<file path="config.mk">
export PLATFORM = sky130hd
export DESIGN_NAME = ffra_ctrl
export DESIGN_NICKNAME = d
export VERILOG_FILES = /design/src/design/ffra_pkg.sv /design/src/design/ffra_ctrl.sv
export SDC_FILE = /design/constraint.sdc
export NUM_CORES = 1
export LEC_CHECK = 0
export ABC_AREA = 1
export BUFFER_PORTS_ARGS = -buffer_cell sky130_fd_sc_hd__buf_2
export CAP_MARGIN = 15
export CORE_MARGIN = 1
export CORE_UTILIZATION = 42
export CTS_CLUSTER_DIAMETER = 200
export CTS_CLUSTER_SIZE = 8
export DETAILED_ROUTE_END_ITERATION = 7
export PLACE_DENSITY = 0.85
export SLEW_MARGIN = 20
export SYNTH_ARGS = -nofsm -noshare
export SYNTH_HDL_FRONTEND = slang
export SYNTH_SLANG_ARGS = --single-unit
</file>
<file path="constraint.sdc">
create_clock -name clk -period 1.6 [get_ports clk]
set_clock_uncertainty 0.05 [all_clocks]
set_input_delay 0.24 -clock clk [delete_from_list [all_inputs] [get_ports clk]]
set_output_delay 0.24 -clock clk [all_outputs]
set_load 0.02 [all_outputs]
</file>
<file path="src/design/ffra_pkg.sv">
// ----------------------------------------------------------------------------
// ffra_pkg
// shared types, constants and codes of the first-fit region allocator
// ----------------------------------------------------------------------------
`default_nettype none

package ffra_pkg;

    localparam int TABLE_SLOTS     = 256;
    localparam int ALIGN_MASK      = 31;
    localparam int MIN_ALLOC_BYTES = 1;

    localparam int IDX_W  = $clog2(TABLE_SLOTS);
    localparam int CNT_W  = IDX_W + 1;
    localparam int ADDR_W = 32;
    localparam int LEN_W  = 24;
    localparam int CMD_W  = 2;
    localparam int STAT_W = 3;
    localparam int CFG_W  = 1;
    localparam int ENTRY_W = ADDR_W + LEN_W;

    localparam logic [CMD_W-1:0] CMD_ALLOC  = 2'd0;
    localparam logic [CMD_W-1:0] CMD_FREE   = 2'd1;
    localparam logic [CMD_W-1:0] CMD_RESIZE = 2'd2;

    localparam logic [STAT_W-1:0] ST_OK        = 3'd0;
    localparam logic [STAT_W-1:0] ST_BAD_SIZE  = 3'd1;
    localparam logic [STAT_W-1:0] ST_FULL      = 3'd2;
    localparam logic [STAT_W-1:0] ST_NO_SPACE  = 3'd3;
    localparam logic [STAT_W-1:0] ST_NOT_FOUND = 3'd4;

    localparam logic [CFG_W-1:0] CFG_REGION_BASE  = 1'd0;
    localparam logic [CFG_W-1:0] CFG_REGION_BYTES = 1'd1;

    typedef enum logic [3:0] {
        S_IDLE, S_DECODE, S_A_RD, S_A_EV, S_A_PLACE, S_SU_CHK, S_SU_WR,
        S_F_RD, S_F_EV, S_SD_CHK, S_SD_WR, S_RESP
    } state_t;

    typedef enum logic [1:0] { RD_IDX, RD_JM1, RD_JP1 } rd_sel_t;
    typedef enum logic [1:0] { WR_J, WR_NEW, WR_LEN } wr_sel_t;
    typedef enum logic [1:0] { RES_ZERO, RES_NEW, RES_BLK } res_sel_t;

    typedef struct packed {
        logic              latch_in;
        logic              scan_init;
        logic              scan_next;
        logic              idx_inc;
        logic              j_load_count;
        logic              j_load_idx;
        logic              j_dec;
        logic              j_inc;
        logic              rd_en;
        rd_sel_t           rd_sel;
        logic              wr_en;
        wr_sel_t           wr_sel;
        logic              count_inc;
        logic              count_dec;
        logic              set_res;
        res_sel_t          res_sel;
        logic [STAT_W-1:0] res_status;
    } dp_cmd_t;

    typedef struct packed {
        logic [CMD_W-1:0] cmd;
        logic             req_small;
        logic             req_zero;
        logic             full;
        logic             size_big;
        logic             idx_at_count;
        logic             fits;
        logic             over_end;
        logic             match;
        logic             j_at_idx;
        logic             jp1_at_count;
    } dp_stat_t;

endpackage

`default_nettype wire

</file>
<file path="src/design/ffra_ctrl.sv">
// ----------------------------------------------------------------------------
// ffra_ctrl
// sequencer for table scan, insert shift, remove shift and response
// ----------------------------------------------------------------------------
`default_nettype none

module ffra_ctrl (
    input  wire logic               clk,
    input  wire logic               rst_n,
    input  wire logic               in_valid,
    output logic                    in_ready,
    output logic                    out_valid,
    input  wire logic               out_ready,
    input  wire ffra_pkg::dp_stat_t stat,
    output ffra_pkg::dp_cmd_t       ctl
);

    ffra_pkg::state_t state_reg, state_next;

    always_ff @(posedge clk or negedge rst_n)
    begin
        if (!rst_n)
            state_reg <= ffra_pkg::S_IDLE;
        else
            state_reg <= state_next;
    end

    always_comb
    begin
        state_next = state_reg;
        ctl        = '0;
        ctl.rd_sel = ffra_pkg::RD_IDX;
        ctl.wr_sel = ffra_pkg::WR_J;
        ctl.res_sel = ffra_pkg::RES_ZERO;
        ctl.res_status = ffra_pkg::ST_OK;
        in_ready   = (state_reg == ffra_pkg::S_IDLE);
        out_valid  = (state_reg == ffra_pkg::S_RESP);
        case (state_reg)
            ffra_pkg::S_IDLE:
            begin
                if (in_valid)
                begin
                    ctl.latch_in = 1'b1;
                    state_next   = ffra_pkg::S_DECODE;
                end
            end
            ffra_pkg::S_DECODE:
            begin
                state_next = ffra_pkg::S_RESP;
                ctl.set_res = 1'b1;
                case (stat.cmd)
                    ffra_pkg::CMD_ALLOC:
                    begin
                        if (stat.req_small)
                            ctl.res_status = ffra_pkg::ST_BAD_SIZE;
                        else if (stat.full)
                            ctl.res_status = ffra_pkg::ST_FULL;
                        else if (stat.size_big)
                            ctl.res_status = ffra_pkg::ST_NO_SPACE;
                        else
                        begin
                            ctl.set_res   = 1'b0;
                            ctl.scan_init = 1'b1;
                            state_next    = ffra_pkg::S_A_RD;
                        end
                    end
                    ffra_pkg::CMD_FREE:
                    begin
                        ctl.set_res   = 1'b0;
                        ctl.scan_init = 1'b1;
                        state_next    = ffra_pkg::S_F_RD;
                    end
                    ffra_pkg::CMD_RESIZE:
                    begin
                        if (stat.req_zero || stat.size_big)
                            ctl.res_status = ffra_pkg::ST_BAD_SIZE;
                        else
                        begin
                            ctl.set_res   = 1'b0;
                            ctl.scan_init = 1'b1;
                            state_next    = ffra_pkg::S_F_RD;
                        end
                    end
                    default: ctl.res_status = ffra_pkg::ST_NOT_FOUND;
                endcase
            end
            ffra_pkg::S_A_RD:
            begin
                if (stat.idx_at_count)
                    state_next = ffra_pkg::S_A_PLACE;
                else
                begin
                    ctl.rd_en  = 1'b1;
                    state_next = ffra_pkg::S_A_EV;
                end
            end
            ffra_pkg::S_A_EV:
            begin
                if (stat.fits)
                    state_next = ffra_pkg::S_A_PLACE;
                else
                begin
                    ctl.scan_next = 1'b1;
                    state_next    = ffra_pkg::S_A_RD;
                end
            end
            ffra_pkg::S_A_PLACE:
            begin
                if (stat.over_end)
                begin
                    ctl.set_res    = 1'b1;
                    ctl.res_status = ffra_pkg::ST_NO_SPACE;
                    state_next     = ffra_pkg::S_RESP;
                end
                else
                begin
                    ctl.j_load_count = 1'b1;
                    state_next       = ffra_pkg::S_SU_CHK;
                end
            end
            // move the tail up one slot, from the top down
            ffra_pkg::S_SU_CHK:
            begin
                if (stat.j_at_idx)
                begin
                    ctl.wr_en     = 1'b1;
                    ctl.wr_sel    = ffra_pkg::WR_NEW;
                    ctl.count_inc = 1'b1;
                    ctl.set_res   = 1'b1;
                    ctl.res_sel   = ffra_pkg::RES_NEW;
                    state_next    = ffra_pkg::S_RESP;
                end
                else
                begin
                    ctl.rd_en  = 1'b1;
                    ctl.rd_sel = ffra_pkg::RD_JM1;
                    state_next = ffra_pkg::S_SU_WR;
                end
            end
            ffra_pkg::S_SU_WR:
            begin
                ctl.wr_en  = 1'b1;
                ctl.j_dec  = 1'b1;
                state_next = ffra_pkg::S_SU_CHK;
            end
            ffra_pkg::S_F_RD:
            begin
                if (stat.idx_at_count)
                begin
                    ctl.set_res    = 1'b1;
                    ctl.res_status = ffra_pkg::ST_NOT_FOUND;
                    state_next     = ffra_pkg::S_RESP;
                end
                else
                begin
                    ctl.rd_en  = 1'b1;
                    state_next = ffra_pkg::S_F_EV;
                end
            end
            ffra_pkg::S_F_EV:
            begin
                if (!stat.match)
                begin
                    ctl.idx_inc = 1'b1;
                    state_next  = ffra_pkg::S_F_RD;
                end
                else if (stat.cmd == ffra_pkg::CMD_FREE)
                begin
                    ctl.j_load_idx = 1'b1;
                    state_next     = ffra_pkg::S_SD_CHK;
                end
                else
                begin
                    ctl.wr_en   = 1'b1;
                    ctl.wr_sel  = ffra_pkg::WR_LEN;
                    ctl.set_res = 1'b1;
                    ctl.res_sel = ffra_pkg::RES_BLK;
                    state_next  = ffra_pkg::S_RESP;
                end
            end
            // move the tail down one slot, from the hole upwards
            ffra_pkg::S_SD_CHK:
            begin
                if (stat.jp1_at_count)
                begin
                    ctl.count_dec = 1'b1;
                    ctl.set_res   = 1'b1;
                    state_next    = ffra_pkg::S_RESP;
                end
                else
                begin
                    ctl.rd_en  = 1'b1;
                    ctl.rd_sel = ffra_pkg::RD_JP1;
                    state_next = ffra_pkg::S_SD_WR;
                end
            end
            ffra_pkg::S_SD_WR:
            begin
                ctl.wr_en  = 1'b1;
                ctl.j_inc  = 1'b1;
                state_next = ffra_pkg::S_SD_CHK;
            end
            ffra_pkg::S_RESP:
            begin
                if (out_ready)
                    state_next = ffra_pkg::S_IDLE;
            end
            default: state_next = ffra_pkg::S_IDLE;
        endcase
    end

endmodule

`default_nettype wire

</file>
Word-level counts from Yosys, hierarchy flattened
Cells that the tools add are included.
W data, S select, Z words.
Word-level totals
  input port bits: 16
  register bits: 4
  logic and storage cells: 88
  output and inout bits: 24
Operators by class
  mux-type cells: 66
  reductions and logical operators: 6
  equal/unequal tests: 15
Operators with widths (count)
  $pmux W4 S12: 1
  $mux W4: 10
  $mux W1: 29
  $mux W3: 8
  $pmux W3 S3: 2
  $eq A4 B3 Y1 const B: 4
  $eq A4 B4 Y1 const B: 4
  $mux W2: 7
  $pmux W1 S3: 4
  $pmux W2 S2: 3
  $pmux W4 S3: 1
  $eq A4 B2 Y1 const B: 2
  $pmux W1 S6: 1
  $eq A4 B1 Y1 const B: 1
  $logic_not A4 Y1: 1
  $reduce_or A2 Y1: 2
  $eq A2 B1 Y1 const B: 1
  $eq A2 B2 Y1 const B: 1
  $logic_not A2 Y1: 1
  $ne A2 B1 Y1 const B: 1
  $ne A2 B2 Y1 const B: 1
  $reduce_and A2 Y1: 1
  $logic_or A1 B1 Y1: 1

Longest topological paths before layout
Gate-level depths: netlist (run 1).
  depth in word-level cells: 5
  depth in mapped cells: 11
  depth with buffers taken out: 11

Worst setup path before layout (run 1)
Ideal clock, no wire load.
  kind: register to output
  start: reg state_reg[3]
  end: out ctl[0] (netlist name)
  buffers on the path: 0
  stages on the path, launching flop included: 6
  required time: 1310 ps
  setup slack: -51 ps
  arrival time: 1361 ps
  path through: dfrtp_1 nor2_2 nand2_1 inv_1 nand2_1 o21ai_0
RTL lines
  start, declared: line ffra_ctrl.sv:18  | ffra_pkg::state_t state_reg, state_next;
  start signal, assigned: line ffra_ctrl.sv:23  | state_reg <= ffra_pkg::S_IDLE;
  start signal, assigned: line ffra_ctrl.sv:25  | state_reg <= state_next;
  end, declared: line ffra_ctrl.sv:15  | output ffra_pkg::dp_cmd_t ctl

==> metrics.md, run 1 <==
| Metric | Value |
|---|---|
| Met3 GRT Util | 4.35% |
| Post-Syn Nets | 144 |
| Commonest non-fill, non-tap cell in the layout | buf_2 |
| Maximum vdd ir drop | 1.20 mV |
| Die Ht | 41.8 um |
| Setup slack, reg-to-reg | 0.08 ns |
| Least-Margin Pin Slew | 0.293 ns |
| Die Area | 1750 um^2 |
| Tcrit/Tclk final | 117% |
| Final GP Congestion | 0.896 |
| Mapped Avg Cell Area | 5.37 um^2 |
| Total number of vias | 1,121 |
| Vias in the first global route | 943 |
| Switch Pwr | 0.00118 W |
| Reg2Reg Depth | 7 |
| Area Overhead vs Synth | 94.5% |
| Synth top area cells | nand2_1 19%, dfrtp_1 15%, inv_1 14% |
| Comb pwr share | 80.9% |
| Crit end category | primary output |
| Fin crit period | 1.87 ns |
| Initial core utilization | 44.7% |
| Initial antenna violation count | 0 |
| Sequential group share of total power | 12.9% |
| CP arrival | 1.58 ns |
| TritonCTS buffer count | 3 |
| Clk pwr share | 6.3% |
| Clock Latency Late Sink | 0.25 ns |
| Peak Freq | 535 MHz |
| N_diodes | 0 |
| Failing checks | setup timing |
| Clock Sinks | 4 |
| Max FFs per register | 4 |
| Outcome | complete, but fails checks |
| Most Crowded Layer GR | met2 |
| Max cap viols | 0 |
| Internal power | 0.000988 W |
| Worst min path class | input port to flip-flop |
| Post-route design area | 1290 um^2 |
| RSZ-0062 raised after global routing | true |
| Area post-placement | 886 um^2 |
| Worst r2r src | state_reg[2] |
| Met2 usage | 49.4% |
| CTS root buffer | clkbuf_4 |
| Final worst slack | -0.268 ns |
| Layout cells sized above 1 | 58.9% |
| Hpwl dp | 1610 um |
| GRT overflow | 0 |
| Synth Register Bits | 4 |
| Mapped cell area | 666 um^2 |
| Fillers | 74 |
| Critical Path End | ctl[20] |
| Die W | 41.8 um |
| CTS tree | built |
| Core Rows | 14 |
| Final Net Count | 202 |
| Core area | 1490 um^2 |
| Mapped Cells | 124 |
| Final hold vios | 0 |
| DP Worst Slack | 0.0352 ns |
| Sequential share of the synthesized area | 15.0% |
| Post-synth top area cell | nand2_1 |
| Crit Path Class | flip-flop to primary output |
| Bufs on Longest Clock Path | 2 |
| Startpoint Class | flip-flop |
| Total track usage | 27.5% |
| Met1 Usage GRT | 30.6% |
| Crit Path Max Fanout | 4 |
| CTS clk-pin slew, worst paths | 0.04 ns |
| Fin Hold WS | 0.289 ns |
| Pin count of the biggest net entering global routing | 7 |
| Commonest non-fill, non-tap cells in the layout | 22 x buf_2, 19 x nand2_1, 19 x buf_4 |
| Setup TNS Final | -2.91 ns |
| Lkg Pwr | 0.733 nW |
| Pwr dens | 1680 nW/um^2 |
| Rel. slew slack | 80.2% |
| WP data required | 1.31 ns |
| Worst reg2reg path endpoint | state_reg[2] |
| Synth top area share | 18.6% |
| Count of cell types in the netlist | 21 |
| Htree depth | 1 |
| DR vias/cell | 5.72 |
| IO buf count | 39 |
| Yosys warnings | 0 |
| Sw Ratio | 54.5% |
| Initial drt markers | 77 |
| Residual DRC | 0 |
| I/O pin count | 40 |
| Endpoints failing setup | 21 |
| Drt pass-1 iters | 4 |
| Remaining antenna violation count | 0 |
| Slew Viols, Final | 0 |
| Final wirelength | 3140 um |
| Worst setup path startpoint | state_reg[2] |
| Wire per inst | 16.0 um |
| First-pass GRT wire length | 3800 um |
## through the flow
stage,util [%],total power (W),cells
after floorplan,-,0.000882,124
after global placement,59.5,0.00117,179
after detailed placement,59.5,0.00119,179
after CTS,70.1,0.00156,186
after global routing,87.0,0.00229,196
final,87.0,0.00217,196
## metal layers
metal / part of all wire (%) / vias up
met3: 8.5 / 15
met4: 3.8 / 0
li1: - / 503
met1: 36 / 521
met5: 0 / -
met2: 51 / 82
## power by group through the flow
stage / sequential, W / clock, W / combinational [W]
finish: 0.000279 / 0.000137 / 0.00176
global route: 0.000286 / 0.000143 / 0.00187
CTS: 0.000229 / 0.000124 / 0.00120
detailed placement: 0.000205 / 0 / 0.000981
global placement: 0.000198 / 0 / 0.000967
floorplan: 0.000196 / 0 / 0.000687
## Yosys cell counts
master     count
a21boi_0       1
a21oi_1        2
a31oi_1        1
buf_4          3
dfrtp_1        4
ha_1           4
inv_1         24
inv_2          3
nand2_1       33
nand3_1       10
nand3b_1       1
nand4_1        3
nor2_1        18
nor2_2         2
nor3_1         3
nor3b_1        1
o211ai_1       1
o21ai_0        7
o2bb2ai_1      1
o31ai_1        1
or3_1          1
## critical path, cell delays in order, from the launching register on
cell and delay (ns):
dfrtp_2 0.46, buf_6 0.14, nor2_4 0.15, nand2_4 0.09
inv_2 0.08, nand2_2 0.06, a31oi_1 0.15, buf_2 0.19
## timing repair
item | 4_1_cts | 5_1_grt
setup buffers | 4 | 10
endpoints found under the setup margin | 18 | 23
pin swaps | 5 | 18
gates cloned | 0 | 0
hold endpoints to repair | 4 | 0
gates resized for setup | 36 | 55
hold buffers | 1 | 0
## kinds of logic (layout without fill, tap and decap cells)
family | Yosys count | count (layout) | synth area share [%]
flops | 4 | 4 | 15.0
fa+ha+maj | 4 | 4 | 7.52
compound gates | 14 | 14 | 12.4
buf+inv | 30 | 86 | 18.6
simple gates | 72 | 72 | 46.4
## final cells by class
cell class,instances,area [um^2],share of cell area (%)
multi-input cells,90,618,47.7
repair buffers,56,420,32.5
inverters,27,109,8.41
flip-flops and latches,4,105,8.12
clock buffers,3,22.5,1.74
well taps,16,20.0,1.55
## worst min path at each step
stage | to | from | cells past startpoint | slack, ns
after floorplan | state_reg[0] | rst_n | 0 | -0.11
after global placement | state_reg[0] | rst_n | 1 | -0.006
after detailed placement | state_reg[1] | rst_n | 1 | -0.004
after CTS | state_reg[2] | rst_n | 2 | 0.29
after global routing | state_reg[3] | rst_n | 2 | 0.32
final | state_reg[0] | in_valid | 5 | 0.29
Power figures use the tool's default switching activity.
==> run 2: changes to the inputs <==
Settings changed: CAP_MARGIN 15 to default.
Clock period 1.6 ns to 1.9 ns, I/O delays scaled along.
==> run 2 against run 1 <==
Net effect: the run now ends clean; clock power decreased by 18%; worst setup slack improved by 0.29 ns; clock-buffer cell count unchanged; register-to-register slack improved by 0.47 ns; final cell count decreased by 7.1%; via count decreased by 14%; first-iteration DRC count decreased by 51%; sequential power decreased by 23%; die area unchanged; total power decreased by 43%; worst hold slack improved by 0.033 ns; sequential cell count unchanged; critical path type unchanged; critical endpoint is now ctl[13]; highest routed layer unchanged.
==> metrics.md, run 2 (synthesis gave the netlist of run 1 again) <==
| Metric | Value |
|---|---|
| Die Area | 1750 um^2 (unchanged) |
| Remaining antenna violation count | 0 (unchanged) |
| Worst min path class | input port to flip-flop |
| Tcrit/Tclk final | 98.6% |
| Initial antenna violation count | 0 (unchanged) |
| Fin util | 64.5% (-22 points) |
| Fillers | 139 (+88%) |
| First-pass GRT wire length | 3370 um (-11%) |
| Crit Path Max Fanout | 6 (+2) |
| Hpwl dp | 1600 um (-0.71%) |
| Total number of vias | 965 (-14%) |
| Worst setup path startpoint | state_reg[2] |
| Wire length on met2 | 993 um (-38%) |
| Fin crit period | 1.87 ns |
| Crit-path cells | inv_2 > nor2_4 > nand2_1 > nor2_1 > or3_1 > buf_4 |
| Final wirelength | 2050 um (-35%) |
| Worst r2r src | state_reg[1] |
| Initial core utilization | 44.7% (unchanged) |
| CTS clk-pin slew, worst paths | 0.04 ns (about the same) |
| Max cap viols | 0 (unchanged) |
| Rel. slew slack | 84.4% (+4.2 points) |
| Wire per inst | 11.3 um (-30%) |
| Fin Hold WS | 0.322 ns (+0.0333 ns) |
| DR vias/cell | 5.30 (-7.3%) |
| Pwr dens | 1280 nW/um^2 (-24%) |
| Area Overhead vs Synth | 44.4% |
| Lkg Pwr | 0.630 nW (-14%) |
| Switch Pwr | 0.000702 W (-41%) |
| WP data required | 1.56 ns (+0.25 ns) |
| Endpoints failing setup | 0 (-100%) |
| Slew Viols, Final | 0 (unchanged) |
| Comb pwr share | 73.6% (-7.3 points) |
| Die W | 41.8 um (unchanged) |
| Final GP Congestion | 0.944 (+5.4%) |
| Drt pass-1 iters | 4 (unchanged) |
| Crit Path Class | flip-flop to primary output |
| Setup slack, reg-to-reg | 0.55 ns (+0.47 ns) |
| Commonest non-fill, non-tap cell in the layout | buf_2 |
| N_diodes | 0 (unchanged) |
| GRT overflow | 0 (unchanged) |
| Initial drt markers | 38 (-51%) |
| Vias in the first global route | 876 (-7.1%) |
| IO buf count | 39 (unchanged) |
| CTS tree | built |
| Outcome | finished, final reports clean |
| Final Net Count | 188 (-6.9%) |
| RSZ-0062 raised after global routing | true |
| DR WL met3 | 157 um (-41%) |
| Clock Latency Late Sink | 0.24 ns (about the same) |
| Worst path slowest cell | dfrtp_2 |
| Commonest non-fill, non-tap cells in the layout | 37 x buf_2, 28 x nand2_1, 22 x inv_1 |
| Final hold vios | 0 (unchanged) |
| Die Ht | 41.8 um (unchanged) |
| Residual DRC | 0 (unchanged) |
| M1 WL | 829 um (-27%) |
| CTS root buffer | clkbuf_4 |
| Crit end category | primary output |
| Htree depth | 1 (unchanged) |
| TritonCTS buffer count | 3 (unchanged) |
| Sequential group share of total power | 17.4% (+4.5 points) |
| Maximum vdd ir drop | 0.745 mV (-38%) |
| Hold Crit Depth | 4 (-1) |
| CP peak stage delay | 0.44 ns (-0.02 ns) |
| CP arrival | 1.54 ns (-0.04 ns) |
| Startpoint Class | flip-flop |
| Peak Freq | 534 MHz |
| Core area | 1490 um^2 (unchanged) |
| Clock Sinks | 4 (unchanged) |
| Pin count of the biggest net entering global routing | 7 (unchanged) |
| Max FFs per register | 4 (unchanged) |
| Sw Ratio | 57.0% (+2.5 points) |
| Internal power | 0.000529 W (-46%) |
| Least-Margin Pin Slew | 0.231 ns (-0.0622 ns) |
| Total track usage | 24.6% (-2.9 points) |
| Core Rows | 14 (unchanged) |
| Clk pwr share | 9.1% (+2.8 points) |
| Reg2Reg Depth | 7 (unchanged) |
| DR top layer | met4 |
| Bufs on Longest Clock Path | 2 (unchanged) |
| Layout cells sized above 1 | 39.8% (-19 points) |
| Min-delay src | out_ready |
| I/O pin count | 40 (unchanged) |
==> run 2: cell types whose count changed in the layout (fill, tap and decap cells not counted), sizes merged <==
cell / change
buf: -14
==> run 2: worst paths after layout <==
path,to
hold reg to reg,state_reg[1]
setup reg to reg,state_reg[0]
setup / recovery,ctl[13]
hold / removal,state_reg[0]
min in group asynchronous,state_reg[3]
max in group asynchronous,state_reg[1]
==> run 2: power by group through the flow <==
stage,combinational [W],clock [W],sequential (W)
3_3_place_gp,0.000787,0,0.000167
4_1_cts,0.000814,0.000111,0.000172
6_report,0.000906,0.000112,0.000214
3_5_place_dp,0.000802,0,0.000170
2_1_floorplan,0.000575,0,0.000165
5_1_grt,0.000989,0.000119,0.000219
==> run 2: area by class of cell <==
| type | instances | area, um^2 | area share, % |
|---|---|---|---|
| flip-flops and latches | 4 | 105 | 10.9 |
| inverters | 27 | 101 | 10.5 |
| multi-input cells | 90 | 487 | 50.7 |
| well taps | 16 | 20.0 | 2.08 |
| clock buffers | 3 | 22.5 | 2.34 |
| repair buffers | 42 | 225 | 23.4 |
==> run 2: through the flow <==
| step | cells | setup TNS [ns] | power, W | setup WS [ns] | cell area, um^2 |
|---|---|---|---|---|---|
| 2_1_floorplan | 124 | 0 | 0.000740 | 0.204 | 666 |
| 3_3_place_gp | 177 | 0 | 0.000954 | 0.250 | 866 |
| 3_5_place_dp | 177 | 0 | 0.000972 | 0.240 | 866 |
| 4_1_cts | 181 | 0 | 0.00110 | 0.00495 | 903 |
| 5_1_grt | 182 | -0.0805 | 0.00133 | -0.0324 | 961 |
| 6_report | 182 | 0 | 0.00123 | 0.0265 | 961 |
==> run 2: critical path, delay by kind of cell (launching register included) <==
family        cells  cell delay (ns)
flops             1             0.44
simple gates      4             0.57
buf+inv           2             0.27
==> run 2: per-layer routing <==
metal | global-route usage [%] | vias up
li1 | - | 473
met1 | 28.5 | 423
met2 | 43.1 | 58
met3 | 4.78 | 11
met4 | 11.0 | 0
met5 | 0 | -
==> run 2: timing repair <==
item                                   in CTS  in global routing
gates resized for setup                     2                 21
endpoints found under the hold margin       4                  0
hold buffers                                1                  0
setup endpoints to repair                   1                  6
setup buffers                               0                  1
==> run 3: changes to the inputs <==
Settings changed: BUFFER_PORTS_ARGS -buffer_cell sky130_fd_sc_hd__buf_2 to default, CAP_MARGIN from default to 10, CORE_UTILIZATION 42 to 40, DONT_BUFFER_PORTS from default to 1, PLACE_DENSITY 0.85 to 0.61.
==> run 3 against run 2 <==
Net effect: sequential power decreased by 18%; worst setup slack improved by 0.032 ns; register-to-register slack got worse by 0.14 ns; worst hold slack got worse by 0.069 ns; total power decreased by 14%; design area decreased by 17%; via count decreased by 17%; first-iteration DRC count decreased by 24%; utilization decreased by 12 points; clock-buffer cell count unchanged.
==> metrics.md, run 3 (synthesis gave the netlist of run 1 again) <==
| Metric | Value |
|---|---|
| Outcome | finished, final reports clean |
| First-pass GRT wire length | 2930 um (-13%) |
| RSZ-0062 raised after global routing | true |
| Clock Sinks | 4 (unchanged) |
| Die W | 42.8 um (+2.4%) |
| Initial core utilization | 43.7% (-1.0 points) |
| Final GP Congestion | 0.863 (-8.5%) |
| Fin crit period | 1.84 ns (-0.0321 ns) |
| Setup TNS Final | 0 ns (unchanged) |
| Slew Viols, Final | 0 (unchanged) |
| Max cap viols | 0 (unchanged) |
| Core Rows | 14 (unchanged) |
| Final Net Count | 159 (-15%) |
| Clock Latency Late Sink | 0.22 ns (-0.02 ns) |
| Area Overhead vs Synth | 20.3% |
| Rel. slew slack | 68.2% (-16 points) |
| Maximum vdd ir drop | 0.536 mV (-28%) |
| DR vias/cell | 5.21 (-1.8%) |
| Max FFs per register | 4 (unchanged) |
| Pwr dens | 1320 nW/um^2 (+3.2%) |
| Drt pass-1 iters | 4 (unchanged) |
| Bufs on Longest Clock Path | 2 (unchanged) |
| Die Area | 1830 um^2 (+4.8%) |
| WP data required | 1.56 ns (about the same) |
| Endpoints failing setup | 0 (unchanged) |
| Remaining antenna violation count | 0 (unchanged) |
| Vias in the first global route | 758 (-13%) |
| Peak Freq | 543 MHz (+1.7%) |
| Lkg Pwr | 0.499 nW (-21%) |
| Startpoint Class | flip-flop |
| Htree depth | 1 (unchanged) |
| Initial drt markers | 29 (-24%) |
| I/O pin count | 40 (unchanged) |
| Crit end category | primary output |
| Initial antenna violation count | 0 (unchanged) |
| Commonest non-fill, non-tap cells in the layout | 31 x nand2_1, 24 x inv_1, 16 x nor2_1 |
| Pin count of the biggest net entering global routing | 7 (unchanged) |
| CTS tree | built |
| Commonest non-fill, non-tap cell in the layout | nand2_1 |
| Total number of vias | 797 (-17%) |
| Core area | 1520 um^2 (+2.4%) |
| Fillers | 162 (+17%) |
| Least-Margin Pin Slew | 0.475 ns (+0.244 ns) |
| Hpwl dp | 1550 um (-3.4%) |
| Fin Hold WS | 0.253 ns (-0.0692 ns) |
| IO buf count | 0 (-100%) |
| Setup slack, reg-to-reg | 0.41 ns (-0.14 ns) |
| Wire per inst | 11.7 um (+3.7%) |
| CP arrival | 1.51 ns (-0.03 ns) |
| CTS root buffer | clkbuf_4 |
| Layout cells sized above 1 | 18.2% (-22 points) |
| Total track usage | 20.3% (-4.3 points) |
| N_diodes | 0 (unchanged) |
| GRT overflow | 0 (unchanged) |
| CTS clk-pin slew, worst paths | 0.04 ns (about the same) |
| Worst min path class | input port to flip-flop |
| TritonCTS buffer count | 3 (unchanged) |
| Crit Path Max Fanout | 5 (-1) |
| Final wirelength | 1790 um (-13%) |
| Final hold vios | 0 (unchanged) |
| Crit Path Class | flip-flop to primary output |
| Die Ht | 42.8 um (+2.4%) |
| Tcrit/Tclk final | 96.9% (-1.7 points) |
| Residual DRC | 0 (unchanged) |
-- run 3: cell count changes in the layout (fill, tap and decap cells not counted), sizes merged --
| cell | change |
|---|---|
| buf | -29 |
-- run 3: path summary, 6_finish.rpt --
kind,end,from,cells past startpoint
worst min register to register,state_reg[0],state_reg[1],4
worst min-delay path,state_reg[0],in_valid,4
min in group asynchronous,state_reg[1],rst_n,1
max in group asynchronous,state_reg[2],rst_n,1
worst max-delay path,ctl[5],state_reg[3],8
worst max register to register,state_reg[1],state_reg[3],6
-- run 3: routing by layer --
layer | global-route usage [%] | vias up | wire, um
li1 | - | 414 | -
met1 | 23.8 | 356 | 712
met2 | 35.2 | 25 | 932
met3 | 5.96 | 2 | 127
met4 | 6.25 | 0 | 13
met5 | 0 | - | 0
-- run 3: what timing repair did --
| action | in CTS | in global routing |
|---|---|---|
| hold buffers | 1 | 0 |
| setup endpoints to repair | 0 | 6 |
| hold endpoints to repair | 4 | 0 |
| resized for setup | 0 | 6 |
| setup buffers | 0 | 0 |
-- run 3: critical path, stage by stage (launching register included) --
cell and delay, ns:
dfrtp_1 0.42, inv_2 0.06, nor2_1 0.15, nand2_2 0.13
nor2_2 0.13, nand2_1 0.08, nand2_1 0.06, inv_1 0.07
nand4_1 0.19
-- run 3: power by group --
group,switching (W),total (W),internal [W]
combinational,0.000534,0.000785,0.000251
sequential,0.0000451,0.000175,0.000130
clock,0.0000299,0.000100,0.0000703
total,0.000609,0.00106,0.000450
-- run 3: per-stage QoR --
step | worst slack (ns) | std cells | power [W] | area (um^2) | util, %
6_report | 0.0586 | 153 | 0.00106 | 801 | 52.5
5_1_grt | -0.0289 | 153 | 0.00117 | 801 | 52.5
4_1_cts | 0.00663 | 153 | 0.00104 | 786 | 51.6
3_5_place_dp | 0.258 | 149 | 0.000928 | 753 | 49.4
3_3_place_gp | 0.232 | 149 | 0.000922 | 753 | 49.4
2_1_floorplan | 0.204 | 124 | 0.000740 | 666 | -
-- run 3: final cells by class --
cell class                      instances  area (um^2)  share of cell area, %
Tap cell                               16         20.0                   2.50
Timing Repair Buffer                   13          100                   12.5
Inverter                               27          101                   12.7
Clock buffer                            3         22.5                   2.81
Multi-Input combinational cell         90          457                   57.0
Sequential cell                         4          100                   12.5
